$ cat src/sv/clipped_alpha_blit_unit_defines.svh
// Assertion macros for the clipped alpha blit unit.
// Included by the RTL files that carry concurrent assertions; no other dependencies.
`ifndef CLIPPED_ALPHA_BLIT_UNIT_DEFINES_SVH
`define CLIPPED_ALPHA_BLIT_UNIT_DEFINES_SVH

// same-cycle implication
`define CAB_ASSERT_NOW(label, clk, rst_n, ante, cons, msg) \
	label: assert property (@(posedge clk) disable iff (!rst_n) (ante) |-> (cons)) \
		else $error(msg);

// next-cycle implication
`define CAB_ASSERT_NEXT(label, clk, rst_n, ante, cons, msg) \
	label: assert property (@(posedge clk) disable iff (!rst_n) (ante) |=> (cons)) \
		else $error(msg);

`endif

$ cat src/sv/cab_pkg.sv
// Package for the clipped alpha blit unit: widths, codes and shared types.
// No dependencies; used by the interfaces and all modules.
package cab_pkg;

	localparam int MaxSide   = 4096;
	localparam int SIDE_W    = 13;
	localparam int POS_W     = 13;
	localparam int SIZE_W    = 14;
	localparam int CLIP_W    = 16;
	localparam int COORD_W   = 12;
	localparam int CNT_W     = 12;
	localparam int ADDR_W    = 24;
	localparam int PIX_W     = 32;
	localparam int CFG_IDX_W = 3;
	localparam int CFG_DAT_W = 13;

	typedef enum logic [CFG_IDX_W-1:0] {
		REG_DEST_WIDTH    = 3'd0,
		REG_DEST_HEIGHT   = 3'd1,
		REG_SOURCE_WIDTH  = 3'd2,
		REG_SOURCE_HEIGHT = 3'd3,
		REG_BLEND_MODE    = 3'd4
	} reg_idx_t;

	typedef enum logic {
		CMD_START = 1'b0,
		CMD_PIXEL = 1'b1
	} cmd_t;

	typedef enum logic {
		KIND_GEOM  = 1'b0,
		KIND_PIXEL = 1'b1
	} kind_t;

	typedef enum logic {
		MODE_SRC_ALPHA = 1'b0,
		MODE_DST_ALPHA = 1'b1
	} mode_t;

	typedef struct packed {
		logic [SIDE_W-1:0] dest_width;
		logic [SIDE_W-1:0] dest_height;
		logic [SIDE_W-1:0] source_width;
		logic [SIDE_W-1:0] source_height;
		logic              blend_mode;
	} cfg_t;

	typedef struct packed {
		logic               kind;
		logic               empty;
		logic [COORD_W-1:0] dx;
		logic [COORD_W-1:0] dy;
		logic [COORD_W-1:0] sx;
		logic [COORD_W-1:0] sy;
		logic [SIDE_W-1:0]  cols;
		logic [SIDE_W-1:0]  rows;
		logic [PIX_W-1:0]   pixel;
		logic               row_end;
		logic               blit_end;
	} stage_t;

endpackage

$ cat src/sv/cab_if.sv
// Channel interfaces of the clipped alpha blit unit: command, result, register write.
// Depends on cab_pkg.
interface cab_in_if;
	import cab_pkg::*;
	logic                     valid;
	logic                     ready;
	logic                     command;
	logic signed [POS_W-1:0]  dest_pos_x;
	logic signed [POS_W-1:0]  dest_pos_y;
	logic signed [POS_W-1:0]  source_pos_x;
	logic signed [POS_W-1:0]  source_pos_y;
	logic signed [SIZE_W-1:0] move_cols;
	logic signed [SIZE_W-1:0] move_rows;
	logic [PIX_W-1:0]         dest_pixel;
	logic [PIX_W-1:0]         source_pixel;

	modport source (output valid, command, dest_pos_x, dest_pos_y, source_pos_x,
		source_pos_y, move_cols, move_rows, dest_pixel, source_pixel, input ready);
	modport sink (input valid, command, dest_pos_x, dest_pos_y, source_pos_x,
		source_pos_y, move_cols, move_rows, dest_pixel, source_pixel, output ready);
endinterface

interface cab_out_if;
	import cab_pkg::*;
	logic              valid;
	logic              ready;
	logic              result_kind;
	logic [ADDR_W-1:0] dest_start_addr;
	logic [ADDR_W-1:0] source_start_addr;
	logic [SIDE_W-1:0] clipped_cols;
	logic [SIDE_W-1:0] clipped_rows;
	logic              nothing_to_move;
	logic [PIX_W-1:0]  blended_pixel;
	logic              row_end;
	logic              blit_end;

	modport source (output valid, result_kind, dest_start_addr, source_start_addr,
		clipped_cols, clipped_rows, nothing_to_move, blended_pixel, row_end, blit_end,
		input ready);
	modport sink (input valid, result_kind, dest_start_addr, source_start_addr,
		clipped_cols, clipped_rows, nothing_to_move, blended_pixel, row_end, blit_end,
		output ready);
endinterface

interface cab_cfg_if;
	import cab_pkg::*;
	logic                 valid;
	logic                 ready;
	logic [CFG_IDX_W-1:0] index;
	logic [CFG_DAT_W-1:0] data;

	modport source (output valid, index, data, input ready);
	modport sink (input valid, index, data, output ready);
endinterface

$ cat src/sv/clipped_alpha_blit_unit.sv
// Clipped alpha blit unit top level: register port, clip and blend stages, result stage.
// Depends on cab_pkg, cab_if, cab_cfg_regs, cab_seq and cab_addr.
//
// Usage: write bitmap sizes and blend mode on cfg while idle. Send a start
// transaction (command 0) on cmd with positions and move size; one geometry
// answer returns on res with clipped start addresses and size, or
// nothing_to_move. Then send clipped_cols*clipped_rows pixel transactions
// (command 1) in row order; each returns one blended pixel with row_end and
// blit_end marks. Pixel transactions while no blit runs return nothing; a
// start abandons a running blit.
// A result passes the input, clip/blend and result registers before it reaches res.
// Throughput: one transaction per cycle unless res stalls; the address multiply sits
// alone in the last stage and the blend multiplies in the middle one.
// Reset: sizes go to 4096, blend mode to source alpha, the blit to idle and
// the pipeline empties. When res stalls, the result register holds, empty
// stages still fill, and cmd.ready drops once all three stages are full.
module clipped_alpha_blit_unit (
	input  logic      clk,
	input  logic      arst_n,
	cab_in_if.sink    cmd,
	cab_out_if.source res,
	cab_cfg_if.sink   cfg
);
	import cab_pkg::*;

	cfg_t   regs;
	stage_t s2;
	logic   s2_valid;
	logic   s2_ready;

	cab_cfg_regs u_regs (
		.clk    (clk),
		.arst_n (arst_n),
		.cfg    (cfg),
		.regs   (regs)
	);

	cab_seq u_seq (
		.clk        (clk),
		.arst_n     (arst_n),
		.cmd        (cmd),
		.regs       (regs),
		.down_ready (s2_ready),
		.s2_valid   (s2_valid),
		.s2         (s2)
	);

	cab_addr u_addr (
		.clk      (clk),
		.arst_n   (arst_n),
		.s2_valid (s2_valid),
		.s2       (s2),
		.regs     (regs),
		.s2_ready (s2_ready),
		.res      (res)
	);
endmodule

$ cat src/sv/cab_cfg_regs.sv
// Configuration registers: bitmap sizes (saturated to the maximum side) and blend mode.
// Depends on cab_pkg and cab_if.
module cab_cfg_regs (
	input  logic          clk,
	input  logic          arst_n,
	cab_cfg_if.sink       cfg,
	output cab_pkg::cfg_t regs
);
	import cab_pkg::*;

	cfg_t              regs_q;
	logic [SIDE_W-1:0] side;

	assign cfg.ready = 1'b1;
	assign side = (cfg.data > CFG_DAT_W'(MaxSide)) ? SIDE_W'(MaxSide) : cfg.data;

	always_ff @(posedge clk or negedge arst_n) begin
		if (!arst_n) begin
			regs_q.dest_width    <= SIDE_W'(MaxSide);
			regs_q.dest_height   <= SIDE_W'(MaxSide);
			regs_q.source_width  <= SIDE_W'(MaxSide);
			regs_q.source_height <= SIDE_W'(MaxSide);
			regs_q.blend_mode    <= MODE_SRC_ALPHA;
		end else if (cfg.valid && cfg.ready) begin
			unique case (cfg.index)
				REG_DEST_WIDTH:    regs_q.dest_width    <= side;
				REG_DEST_HEIGHT:   regs_q.dest_height   <= side;
				REG_SOURCE_WIDTH:  regs_q.source_width  <= side;
				REG_SOURCE_HEIGHT: regs_q.source_height <= side;
				REG_BLEND_MODE:    regs_q.blend_mode    <= cfg.data[0];
				default: ;
			endcase
		end
	end

	assign regs = regs_q;
endmodule

$ cat src/sv/cab_seq.sv
// Input register, clipping, blit sequencing state and pixel blend (stages 1 and 2).
// Depends on cab_pkg, cab_if and the assertion macro header.
`include "clipped_alpha_blit_unit_defines.svh"

module cab_seq (
	input  logic            clk,
	input  logic            arst_n,
	cab_in_if.sink          cmd,
	input  cab_pkg::cfg_t   regs,
	input  logic            down_ready,
	output logic            s2_valid,
	output cab_pkg::stage_t s2
);
	import cab_pkg::*;

	function automatic logic [7:0] mix(input logic [7:0] back, input logic [7:0] front,
		input logic [7:0] alpha);
		logic [15:0] x;
		logic [16:0] t;
		x = 16'(back) * 16'(8'hFF - alpha) + 16'(front) * 16'(alpha);
		// exact x/255 for x up to 255*255
		t = 17'(x) + 17'd1 + 17'(x[15:8]);
		return t[15:8];
	endfunction

	function automatic logic [PIX_W-1:0] blend(input logic [PIX_W-1:0] dst,
		input logic [PIX_W-1:0] src, input logic mode);
		logic [PIX_W-1:0] back;
		logic [PIX_W-1:0] front;
		logic [7:0]       alpha;
		logic [7:0]       out_a;
		if (mode == MODE_DST_ALPHA) begin
			back  = src;
			front = dst;
			alpha = dst[31:24];
			out_a = 8'hFF;
		end else begin
			back  = dst;
			front = src;
			alpha = src[31:24];
			out_a = dst[31:24];
		end
		return {out_a, mix(back[23:16], front[23:16], alpha),
			mix(back[15:8], front[15:8], alpha), mix(back[7:0], front[7:0], alpha)};
	endfunction

	// stage 1 input register
	logic                     v_s1;
	logic                     cmd_s1;
	logic signed [POS_W-1:0]  dx_s1, dy_s1, sx_s1, sy_s1;
	logic signed [SIZE_W-1:0] cols_s1, rows_s1;
	logic [PIX_W-1:0]         dpix_s1, spix_s1;

	// blit state
	logic              active_q;
	logic [SIDE_W-1:0] run_cols_q, run_rows_q;
	logic [CNT_W-1:0]  col_cnt_q, row_cnt_q;

	logic s2_ready, s1_ready, acc, adv, is_start, is_pixel;

	logic signed [CLIP_W-1:0] dxe, dye, sxe, sye, dwe, dhe, swe, she, c0, r0;
	logic signed [CLIP_W-1:0] c1, c2, r1, r2, ndx, nsx, ndy, nsy, mx, my, ex, ey;
	logic signed [CLIP_W-1:0] cols, rows, dxc, dyc, sxc, syc;
	logic                     clip_empty, col_last, row_last;

	stage_t s2_q;
	logic   s2_valid_q;

	assign s2_ready  = !s2_valid_q || down_ready;
	assign s1_ready  = !v_s1 || s2_ready;
	assign cmd.ready = s1_ready;
	assign acc       = cmd.valid && s1_ready;
	assign adv       = v_s1 && s2_ready;
	assign is_start  = (cmd_s1 == CMD_START);
	assign is_pixel  = (cmd_s1 == CMD_PIXEL);

	always_ff @(posedge clk or negedge arst_n) begin
		if (!arst_n) begin
			v_s1 <= 1'b0;
		end else if (acc) begin
			v_s1 <= 1'b1;
		end else if (adv) begin
			v_s1 <= 1'b0;
		end
	end

	always_ff @(posedge clk) begin
		if (acc) begin
			cmd_s1  <= cmd.command;
			dx_s1   <= cmd.dest_pos_x;
			dy_s1   <= cmd.dest_pos_y;
			sx_s1   <= cmd.source_pos_x;
			sy_s1   <= cmd.source_pos_y;
			cols_s1 <= cmd.move_cols;
			rows_s1 <= cmd.move_rows;
			dpix_s1 <= cmd.dest_pixel;
			spix_s1 <= cmd.source_pixel;
		end
	end

	// clipping
	always_comb begin
		dxe = {{(CLIP_W-POS_W){dx_s1[POS_W-1]}}, dx_s1};
		dye = {{(CLIP_W-POS_W){dy_s1[POS_W-1]}}, dy_s1};
		sxe = {{(CLIP_W-POS_W){sx_s1[POS_W-1]}}, sx_s1};
		sye = {{(CLIP_W-POS_W){sy_s1[POS_W-1]}}, sy_s1};
		c0  = {{(CLIP_W-SIZE_W){cols_s1[SIZE_W-1]}}, cols_s1};
		r0  = {{(CLIP_W-SIZE_W){rows_s1[SIZE_W-1]}}, rows_s1};
		dwe = {{(CLIP_W-SIDE_W){1'b0}}, regs.dest_width};
		dhe = {{(CLIP_W-SIDE_W){1'b0}}, regs.dest_height};
		swe = {{(CLIP_W-SIDE_W){1'b0}}, regs.source_width};
		she = {{(CLIP_W-SIDE_W){1'b0}}, regs.source_height};

		c1 = (c0 < dwe - dxe) ? c0 : dwe - dxe;
		c2 = (c1 < swe - sxe) ? c1 : swe - sxe;
		r1 = (r0 < dhe - dye) ? r0 : dhe - dye;
		r2 = (r1 < she - sye) ? r1 : she - sye;

		ndx = -dxe;
		nsx = -sxe;
		ndy = -dye;
		nsy = -sye;
		mx  = (ndx > nsx) ? ndx : nsx;
		my  = (ndy > nsy) ? ndy : nsy;
		ex  = (mx > 0) ? mx : '0;
		ey  = (my > 0) ? my : '0;

		cols = c2 - ex;
		rows = r2 - ey;
		dxc  = dxe + ex;
		sxc  = sxe + ex;
		dyc  = dye + ey;
		syc  = sye + ey;

		clip_empty = (cols <= 0) || (rows <= 0);
	end

	assign col_last = ({1'b0, col_cnt_q} + SIDE_W'(1)) >= run_cols_q;
	assign row_last = ({1'b0, row_cnt_q} + SIDE_W'(1)) >= run_rows_q;

	always_ff @(posedge clk or negedge arst_n) begin
		if (!arst_n) begin
			active_q   <= 1'b0;
			run_cols_q <= '0;
			run_rows_q <= '0;
			col_cnt_q  <= '0;
			row_cnt_q  <= '0;
		end else if (adv) begin
			if (is_start) begin
				active_q   <= !clip_empty;
				run_cols_q <= clip_empty ? '0 : cols[SIDE_W-1:0];
				run_rows_q <= clip_empty ? '0 : rows[SIDE_W-1:0];
				col_cnt_q  <= '0;
				row_cnt_q  <= '0;
			end else if (active_q) begin
				if (col_last) begin
					col_cnt_q <= '0;
					if (row_last) begin
						row_cnt_q <= '0;
						active_q  <= 1'b0;
					end else begin
						row_cnt_q <= row_cnt_q + CNT_W'(1);
					end
				end else begin
					col_cnt_q <= col_cnt_q + CNT_W'(1);
				end
			end
		end
	end

	always_ff @(posedge clk or negedge arst_n) begin
		if (!arst_n) begin
			s2_valid_q <= 1'b0;
		end else if (s2_ready) begin
			s2_valid_q <= v_s1 && (is_start || active_q);
		end
	end

	always_ff @(posedge clk) begin
		if (adv) begin
			s2_q.kind     <= is_pixel ? KIND_PIXEL : KIND_GEOM;
			s2_q.empty    <= clip_empty;
			s2_q.dx       <= dxc[COORD_W-1:0];
			s2_q.dy       <= dyc[COORD_W-1:0];
			s2_q.sx       <= sxc[COORD_W-1:0];
			s2_q.sy       <= syc[COORD_W-1:0];
			s2_q.cols     <= clip_empty ? '0 : cols[SIDE_W-1:0];
			s2_q.rows     <= clip_empty ? '0 : rows[SIDE_W-1:0];
			s2_q.pixel    <= blend(dpix_s1, spix_s1, regs.blend_mode);
			s2_q.row_end  <= col_last;
			s2_q.blit_end <= col_last && row_last;
		end
	end

	assign s2_valid = s2_valid_q;
	assign s2       = s2_q;

	`CAB_ASSERT_NOW(a_run_nonzero, clk, arst_n, active_q, run_cols_q != 0 && run_rows_q != 0, "active blit with empty run")
	`CAB_ASSERT_NOW(a_cnt_bound, clk, arst_n, active_q, col_cnt_q < run_cols_q && row_cnt_q < run_rows_q, "counter beyond run")
	`CAB_ASSERT_NEXT(a_idle_drop, clk, arst_n, adv && is_pixel && !active_q, !s2_valid_q, "pixel while idle produced a result")
	`CAB_ASSERT_NEXT(a_start_active, clk, arst_n, adv && is_start, active_q == !$past(clip_empty), "start did not set activity from clip")
	`CAB_ASSERT_NOW(a_blit_end, clk, arst_n, s2_valid_q && s2_q.blit_end && s2_q.kind == KIND_PIXEL, s2_q.row_end, "blit end without row end")
endmodule

$ cat src/sv/cab_addr.sv
// Start address computation and result register (stage 3).
// Depends on cab_pkg and cab_if.
module cab_addr (
	input  logic            clk,
	input  logic            arst_n,
	input  logic            s2_valid,
	input  cab_pkg::stage_t s2,
	input  cab_pkg::cfg_t   regs,
	output logic            s2_ready,
	cab_out_if.source       res
);
	import cab_pkg::*;

	localparam int PROD_W = ADDR_W + 1;

	logic [PROD_W-1:0] dsum, ssum;
	logic              res_valid_q;
	logic              kind_q, ntm_q, row_end_q, blit_end_q;
	logic [ADDR_W-1:0] daddr_q, saddr_q;
	logic [SIDE_W-1:0] cols_q, rows_q;
	logic [PIX_W-1:0]  pixel_q;
	logic              geom_ok;

	assign dsum = PROD_W'(s2.dy) * PROD_W'(regs.dest_width) + PROD_W'(s2.dx);
	assign ssum = PROD_W'(s2.sy) * PROD_W'(regs.source_width) + PROD_W'(s2.sx);
	assign geom_ok = (s2.kind == KIND_GEOM) && !s2.empty;

	assign s2_ready = !res_valid_q || res.ready;

	always_ff @(posedge clk or negedge arst_n) begin
		if (!arst_n) begin
			res_valid_q <= 1'b0;
		end else if (s2_ready) begin
			res_valid_q <= s2_valid;
		end
	end

	always_ff @(posedge clk) begin
		if (s2_ready && s2_valid) begin
			kind_q     <= s2.kind;
			ntm_q      <= (s2.kind == KIND_GEOM) && s2.empty;
			daddr_q    <= geom_ok ? dsum[ADDR_W-1:0] : '0;
			saddr_q    <= geom_ok ? ssum[ADDR_W-1:0] : '0;
			cols_q     <= geom_ok ? s2.cols : '0;
			rows_q     <= geom_ok ? s2.rows : '0;
			pixel_q    <= (s2.kind == KIND_PIXEL) ? s2.pixel : '0;
			row_end_q  <= (s2.kind == KIND_PIXEL) && s2.row_end;
			blit_end_q <= (s2.kind == KIND_PIXEL) && s2.blit_end;
		end
	end

	assign res.valid             = res_valid_q;
	assign res.result_kind       = kind_q;
	assign res.dest_start_addr   = daddr_q;
	assign res.source_start_addr = saddr_q;
	assign res.clipped_cols      = cols_q;
	assign res.clipped_rows      = rows_q;
	assign res.nothing_to_move   = ntm_q;
	assign res.blended_pixel     = pixel_q;
	assign res.row_end           = row_end_q;
	assign res.blit_end          = blit_end_q;
endmodule

$ cat src/flat_wrapper.sv
// flat-port wrapper written by rule: the top's interface ports become plain ports
module clipped_alpha_blit_unit_flat import cab_pkg::*;
  (clk, arst_n, cmd_valid, cmd_command, cmd_dest_pos_x, cmd_dest_pos_y, cmd_source_pos_x, cmd_source_pos_y, cmd_move_cols, cmd_move_rows, cmd_dest_pixel, cmd_source_pixel, cmd_ready, res_valid, res_result_kind, res_dest_start_addr, res_source_start_addr, res_clipped_cols, res_clipped_rows, res_nothing_to_move, res_blended_pixel, res_row_end, res_blit_end, res_ready, cfg_valid, cfg_index, cfg_data, cfg_ready);
  cab_in_if cmd_i ();
  cab_out_if res_i ();
  cab_cfg_if cfg_i ();
  input  logic clk;
  input  logic arst_n;
  input wire logic [$bits(cmd_i.valid)-1:0] cmd_valid;
  input wire logic [$bits(cmd_i.command)-1:0] cmd_command;
  input wire logic [$bits(cmd_i.dest_pos_x)-1:0] cmd_dest_pos_x;
  input wire logic [$bits(cmd_i.dest_pos_y)-1:0] cmd_dest_pos_y;
  input wire logic [$bits(cmd_i.source_pos_x)-1:0] cmd_source_pos_x;
  input wire logic [$bits(cmd_i.source_pos_y)-1:0] cmd_source_pos_y;
  input wire logic [$bits(cmd_i.move_cols)-1:0] cmd_move_cols;
  input wire logic [$bits(cmd_i.move_rows)-1:0] cmd_move_rows;
  input wire logic [$bits(cmd_i.dest_pixel)-1:0] cmd_dest_pixel;
  input wire logic [$bits(cmd_i.source_pixel)-1:0] cmd_source_pixel;
  output wire logic [$bits(cmd_i.ready)-1:0] cmd_ready;
  output wire logic [$bits(res_i.valid)-1:0] res_valid;
  output wire logic [$bits(res_i.result_kind)-1:0] res_result_kind;
  output wire logic [$bits(res_i.dest_start_addr)-1:0] res_dest_start_addr;
  output wire logic [$bits(res_i.source_start_addr)-1:0] res_source_start_addr;
  output wire logic [$bits(res_i.clipped_cols)-1:0] res_clipped_cols;
  output wire logic [$bits(res_i.clipped_rows)-1:0] res_clipped_rows;
  output wire logic [$bits(res_i.nothing_to_move)-1:0] res_nothing_to_move;
  output wire logic [$bits(res_i.blended_pixel)-1:0] res_blended_pixel;
  output wire logic [$bits(res_i.row_end)-1:0] res_row_end;
  output wire logic [$bits(res_i.blit_end)-1:0] res_blit_end;
  input wire logic [$bits(res_i.ready)-1:0] res_ready;
  input wire logic [$bits(cfg_i.valid)-1:0] cfg_valid;
  input wire logic [$bits(cfg_i.index)-1:0] cfg_index;
  input wire logic [$bits(cfg_i.data)-1:0] cfg_data;
  output wire logic [$bits(cfg_i.ready)-1:0] cfg_ready;
  assign cmd_i.valid = cmd_valid;
  assign cmd_i.command = cmd_command;
  assign cmd_i.dest_pos_x = cmd_dest_pos_x;
  assign cmd_i.dest_pos_y = cmd_dest_pos_y;
  assign cmd_i.source_pos_x = cmd_source_pos_x;
  assign cmd_i.source_pos_y = cmd_source_pos_y;
  assign cmd_i.move_cols = cmd_move_cols;
  assign cmd_i.move_rows = cmd_move_rows;
  assign cmd_i.dest_pixel = cmd_dest_pixel;
  assign cmd_i.source_pixel = cmd_source_pixel;
  assign cmd_ready = cmd_i.ready;
  assign res_valid = res_i.valid;
  assign res_result_kind = res_i.result_kind;
  assign res_dest_start_addr = res_i.dest_start_addr;
  assign res_source_start_addr = res_i.source_start_addr;
  assign res_clipped_cols = res_i.clipped_cols;
  assign res_clipped_rows = res_i.clipped_rows;
  assign res_nothing_to_move = res_i.nothing_to_move;
  assign res_blended_pixel = res_i.blended_pixel;
  assign res_row_end = res_i.row_end;
  assign res_blit_end = res_i.blit_end;
  assign res_i.ready = res_ready;
  assign cfg_i.valid = cfg_valid;
  assign cfg_i.index = cfg_index;
  assign cfg_i.data = cfg_data;
  assign cfg_ready = cfg_i.ready;
  clipped_alpha_blit_unit u_core (.clk(clk), .arst_n(arst_n), .cmd(cmd_i), .res(res_i), .cfg(cfg_i));
endmodule
$ cat config.mk
export PLATFORM = sky130hd
export DESIGN_NAME = clipped_alpha_blit_unit_flat
export DESIGN_NICKNAME = d
export VERILOG_FILES = /design/src/sv/cab_pkg.sv /design/src/sv/cab_if.sv /design/src/sv/clipped_alpha_blit_unit.sv /design/src/sv/cab_cfg_regs.sv /design/src/sv/cab_seq.sv /design/src/sv/cab_addr.sv /design/src/flat_wrapper.sv
export VERILOG_INCLUDE_DIRS = /design/src /design/src/sv
export SDC_FILE = /design/constraint.sdc
export NUM_CORES = 2
export LEC_CHECK = 0
export ABC_AREA = 1
export BUFFER_PORTS_ARGS = -buffer_cell sky130_fd_sc_hd__buf_4
export CAP_MARGIN = 20
export CORE_AREA = 2 2 360 362
export DETAILED_ROUTE_END_ITERATION = 6
export DIE_AREA = 0 0 362 364
export PLACE_DENSITY = 0.6
export SETUP_SLACK_MARGIN = 0.5
export SLEW_MARGIN = 30
export SYNTH_ARGS = -nofsm -noshare
export SYNTH_HDL_FRONTEND = slang
export SYNTH_SLANG_ARGS = --single-unit
$ cat constraint.sdc
create_clock -name clk -period 10.1 [get_ports clk]
set_input_delay 2.02 -clock clk [delete_from_list [all_inputs] [get_ports clk]]
set_output_delay 2.02 -clock clk [all_outputs]
set_load 0.03 [all_outputs]
Word level (Yosys, flattened, before mapping) --
Cells that the tools add are included. W data, S select, Z words.
Storage, ports and cells: output and inout port bits 113, word-level logic and storage cells 162, bits of input ports 166, bits in registers 472
Operators by class: eq/ne operators 6, $lt $le $gt $ge 13, reductions and logical operators 29, multipliers 8, muxes and demuxes 31, add/sub/neg operators 30, bitwise gates (word level) 2
Operators by type and width (number):
- $mux W16 | 8
- $mux W24 | 4
- $mux W12 | 7
- $neg A13 Y16 | 4
- $sub A14 B13 Y15 | 4
- $add A12 B12 Y12 | 4
- $add A16 B1 Y16 const B | 3
- $add A16 B16 Y16 | 3
- $add A16 B8 Y16 | 3
- $add A24 B12 Y24 | 2
- $mul A12 B13 Y24 | 2
- $mul A8 B8 Y16 | 3
- $mux W13 | 3
- $gt A16 B1 Y1 const B | 2
- $gt A16 B16 Y1 | 2
- $le A16 B1 Y1 const B | 2
- $lt A16 B16 Y1 | 2
- $mul A8 B16 Y16 | 2
- $sub A16 B16 Y16 | 2
- $lt A14 B15 Y1 | 2
- $add A12 B1 Y13 const B | 2
- $ge A13 B13 Y1 | 2
- $add A12 B1 Y12 const B | 2
- $mul A9 B9 Y16 | 1
- 16 further kinds | 48

Logic depth before layout (Yosys ltp) --
word-level depth 10, gate-level depth with buffers 66, mapped depth without buffers 62

By module --
From an unflattened synthesis, not the netlist that was laid out.
Second synthesis, totals: cell total of the unflattened synthesis 6387, area total of the unflattened synthesis 52979.6 µm²
Modules (own cells, without submodules):
- cab_seq | area an instance 34469.3 µm², seq. area each 8983.6 µm², times used 1, cells an instance 4033
- cab_addr | area an instance 16268.1 µm², seq. area each 3328.2 µm², times used 1, cells an instance 2101
- cab_cfg_regs | area an instance 2242.2 µm², seq. area each 1331.3 µm², times used 1, cells an instance 253

Worst setup path before layout --
OpenSTA, ideal clock, no wires.
kind reg2reg, start register u_core.u_regs.regs_q (netlist bit u_core.u_regs.regs[0]), end register u_core.u_seq.s2_q (netlist bit u_core.u_seq.s2[25]) (data pin), period minus slack after synthesis 8.535 ns, arrival 8.275 ns, cell stages (with the launch flop) 42, data required time 9.840 ns, setup time 0.260 ns, path buffers 4, path slack 1.565 ns, cells stage by stage dfrtp_1 > clkbuf_1 > clkbuf_1 > buf_1 > nand2_1 > o21ai_1 > clkbuf_1 > nand2_1 > fa_1 > fa_1 > inv_1 > fa_1 > fa_1 > inv_1 > fa_1 > fa_1 > inv_1 > ha_1 > (+6 left out) > or2_2 > o21ai_0 > nand2_1 > inv_1 > nor2_1 > nor2_1 > nor2_1 > xor2_1 > ha_1 > a21o_1 > a31oi_1 > nor2_1 > nand2_1 > nor2_1 > nand2_1 > nor2_1 > nand2_1 > xnor2_1
Between the ends: cells in the longest elaborated chain, start to end 7, elaborated cells on any way between the ends 12, classes of those cells add/sub (4); mul (2); mux (6)
RTL lines:
- start, declared | RTL line cab_cfg_regs.sv:11 | cfg_t regs_q;
- $mux W8 | RTL line cab_seq.sv:32 | if (mode == MODE_DST_ALPHA) begin
- $mux W8 | RTL line cab_seq.sv:180 | if (adv) begin
- $sub A8 B8 Y9 | RTL line cab_seq.sv:20 | x = 16'(back) * 16'(8'hFF - alpha) + 16'(front) * 16'(alpha);
- $mul A8 B16 Y16 | RTL line cab_seq.sv:20
- $add A16 B16 Y16 (*) | RTL line cab_seq.sv:20
- $add A16 B1 Y16 | RTL line cab_seq.sv:22 | t = 17'(x) + 17'd1 + 17'(x[15:8]);
- $add A16 B8 Y16 (*) | RTL line cab_seq.sv:22
- end, declared | RTL line cab_seq.sv:66 | stage_t s2_q;
Mark *: on every way between the ends. The rest lies on a longest branch, timed or not. The select of a mux whose other input is x is not followed. A chain may end at the register's enable or synchronous reset.

Final worst setup path --
start register u_core.u_regs.regs_q (netlist bit u_core.u_regs.regs[0]), end register u_core.u_seq.s2_q (netlist bit u_core.u_seq.s2[17]) (data pin)
The elaborated chain is that of the path after synthesis.

==> flow_summary.toml <==
[route]
routed_wire_length_per_instance_um = 18.1
drt_iter0_markers = 2740
vias = 38692
dr.pass1.iters = 7
drc = 4
viasPerCell = 4.92
totalWireLength_um = 142000
antenna_left = 0

[yosys]
synth_top_family_by_area = "adder cells"
synthFlopType = "edfxtp_1"
yosysMostFrequentCell = "inv_1"
ys_seq_area_share_pct = 26.9
synth_top_area_share_pct = 21.6
synth_seq_cells = 472
netlist_area_um2 = 50700
synth_xor_xnor_area_share_pct = 3.82
syn_inst = 5870
syn_avg_cell_area_um2 = 8.64
synth_compound_area_share_pct = 6.89
synth.area.mux_share_pct = 0.0395
synth-simple-area-share_pct = 15.5
synth-edff-count = 365
synth_warnings = 0
yosys.area.top_type = "edfxtp_1"
synthTopCellsByCount = "inv_1 (1,325), nand2_1 (1,135), ha_1 (591), fa_1 (537), nor2_1 (442)"
ys_types = 51
post_synth_fa_ha_maj_area_fraction_pct = 35.8
async_reset_ff_share_pct = 22.7
synth_area_leaders = "edfxtp_1 (22%), fa_1 (21%), ha_1 (15%)"

[critical_path]
worst-setup-path-type = "reg -> reg"
reg2reg_from = "u_core.u_regs.regs[0]"
crit_top_cell = "nand2_1"
ff2ff_setup_slack_ns = 1.19
slowest_delay_ns = 0.60
critPathCaptureType = "register"
required_ns = 10.49
crit_arrival_ns = 9.30
cp_max_fo = 28
regToRegEndpoint = "u_core.u_seq.s2[17]"
r2r_cells = 39
cp-start-kind = "register"
slowest_stage = "dfrtp_4"

[final_layout]
final_layout_size_suffix_gt1_share_pct = 9.22
area_growth_syn_to_layout_pct = 12.4
nets = 7429

[worst_hold_path]
holdCritStartpoint = "u_core.u_seq.run_cols_q[9]"
min_path_cells = 2
hold_path.class = "reg -> reg"
holdPathEnd = "u_core.u_seq.run_cols_q[9]"

[clocking]
cts_sinks = 472
cts_buffer_depth = 3
clockRootBuffer = "clkbuf_16"
htreeDepth = 2
cts_hold_buf = 0
clock_latency_ns = 0.69
cts_tree = "built"
cts_buffers = 58
clk_pin_slew_ns = 0.06

[sta]
finClkSkew_ns = 0.0490
finalSetupViolCount = 0
period_minus_slack_ns = 8.91
grt_setup_unrepaired = "true"
fmax_mhz = 112
relSlewSlack_pct = 35.2
finalCritPeriodShare_pct = 88.2
setup-tns-final_ns = 0
slew_violations = 0
worst_pin_slew_ns = 0.962
hold_viol = 0

[floorplan]
io_pins = 279
fp-row-count = 132
die_y_um = 364
die_w_um = 362
dieArea_um2 = 132000
core_area_um2 = 128000
initial_core_util_pct = 39.5

[placed_design]
io_buffers = 277
globalplace.congestion = 0.944
dp_hpwl_um = 116000

[global_route]
grt_max_degree = 88
grt_pass1_wl_um = 219000
overflow = 0
track_usage_pct = 21.6
antenna_found_initial = 15
grt_pass1_vias = 38986

[job]
cap_viol_max_count = 0

[run_status]
violations = "DRC"
outcome = "finished, violations left"
repair_timing:
| action | in CTS | in global routing |
|---|---|---|
| resized for setup | 3 | 34 |
| setup buffers | 0 | 10 |
| gates cloned | 0 | 3 |
| pin swaps | 0 | 12 |
| setup endpoints to repair | 26 | 60 |
state kept, by name (all words and copies together) (netlist names), 12 cells and up:
signal,cells
u_core.u_seq.dx_s1,13
u_core.u_seq.run_rows_q,13
u_core.u_seq.sy_s1,13
u_core.u_seq.dpix_s1,32
u_core.u_seq.sx_s1,13
u_core.u_seq.rows_s1,14
u_core.u_addr.res.source_start_addr,24
u_core.u_seq.run_cols_q,13
u_core.u_seq.col_cnt_q,12
u_core.u_addr.res.clipped_rows,13
u_core.u_seq.row_cnt_q,12
u_core.u_regs.regs,53
u_core.u_seq.s2,110
u_core.u_seq.cols_s1,14
u_core.u_addr.res.clipped_cols,13
u_core.u_addr.res.blended_pixel,32
u_core.u_addr.res.dest_start_addr,24
u_core.u_seq.dy_s1,13
u_core.u_seq.spix_s1,32
per-layer routing:
| layer | routed length, um | track usage (%) |
|---|---|---|
| met4 | 4470 | 6.42 |
| met2 | 68500 | 37.6 |
| met3 | 8650 | 3.54 |
| met1 | 60500 | 27.6 |
| met5 | 59 | 0 |
cell families (layout without fill, tap and decap cells):
kind of cell    after synthesis  count (layout)
compound gates              642             642
xor+xnor                    221             221
fa+ha+maj                  1128            1128
buf+inv                    1481            1787
flops                       472             472
mux                           2               2
other cells                   2              13
simple gates               1922            1924
worst max-delay path, delay by kind of cell (launching register included):
family,cells,cell delay (ns)
AOI/OAI and AO/OA,8,1.28
xor gates and xnor gates,2,0.40
adders and majority gates,8,3.18
buffers and inverters,8,1.40
DFF,1,0.60
and+or+nand+nor,13,1.74
layout make-up:
class / instances / area, um^2
antenna: 5 / 12.5
clock buffer: 81 / 1700
clock inverter: 28 / 253
fill: 12597 / 71300
inverter: 1332 / 5020
multi-input combinational: 3925 / 31700
sequential: 472 / 13600
tap: 1675 / 2100
timing repair buffer: 345 / 2630
timing repair inverter: 1 / 7.51
per-stage QoR:
step / utilization (%) / area (um^2) / hold slack (ns) / instances / worst slack [ns]
5_1_grt: 44.4 / 57000 / 0.517 / 7859 / 0.440
4_1_cts: 44.2 / 56800 / 0.482 / 7845 / 0.722
3_3_place_gp: 42.7 / 54800 / 0.465 / 7736 / 0.534
6_report: 44.4 / 57000 / 0.480 / 7864 / 1.19
3_5_place_dp: 42.7 / 54800 / 0.466 / 7736 / 0.484
2_1_floorplan: - / 50700 / 0.424 / 5876 / 1.57
worst max-delay path by stage:
stage                                start  depth (start not counted)              endpoint
global route         u_core.u_seq.dx_s1[0]                         57   u_core.u_seq.s2[49]
CTS                 u_core.u_regs.regs[43]                         52  u_core.u_seq.s2[108]
floorplan            u_core.u_regs.regs[0]                         41   u_core.u_seq.s2[25]
finish               u_core.u_regs.regs[0]                         39   u_core.u_seq.s2[17]
detailed placement   u_core.u_seq.dy_s1[0]                         54  u_core.u_seq.s2[108]
global placement     u_core.u_seq.dy_s1[0]                         55  u_core.u_seq.s2[108]
cells in the final DEF, fill, tap and decap left out, types with 11 or more instances in the layout:
cell type	synthesis	layout
o21ai_0	265	251
nand3_1	169	166
clkbuf_1	139	12
xnor2_1	56	56
buf_4	1	337
a21o_1	11	11
a21oi_1	244	243
dfrtp_1	103	100
o21a_1	19	19
clkbuf_16	0	63
nor2_1	442	441
nand3_2	8	11
edfxtp_1	365	365
a31oi_1	11	11
xor2_1	165	165
inv_1	1325	1319
o21bai_1	36	36
fa_1	537	536
ha_1	591	590
nor3_1	35	35
or2_2	52	52
o21ai_1	18	23
nor2_2	22	23
nand4_1	28	28
nand2_1	1135	1133
Power is left out: the tool's default activity adds up to more than one toggle a clock period on the data nets, which glitch-free logic cannot reach.
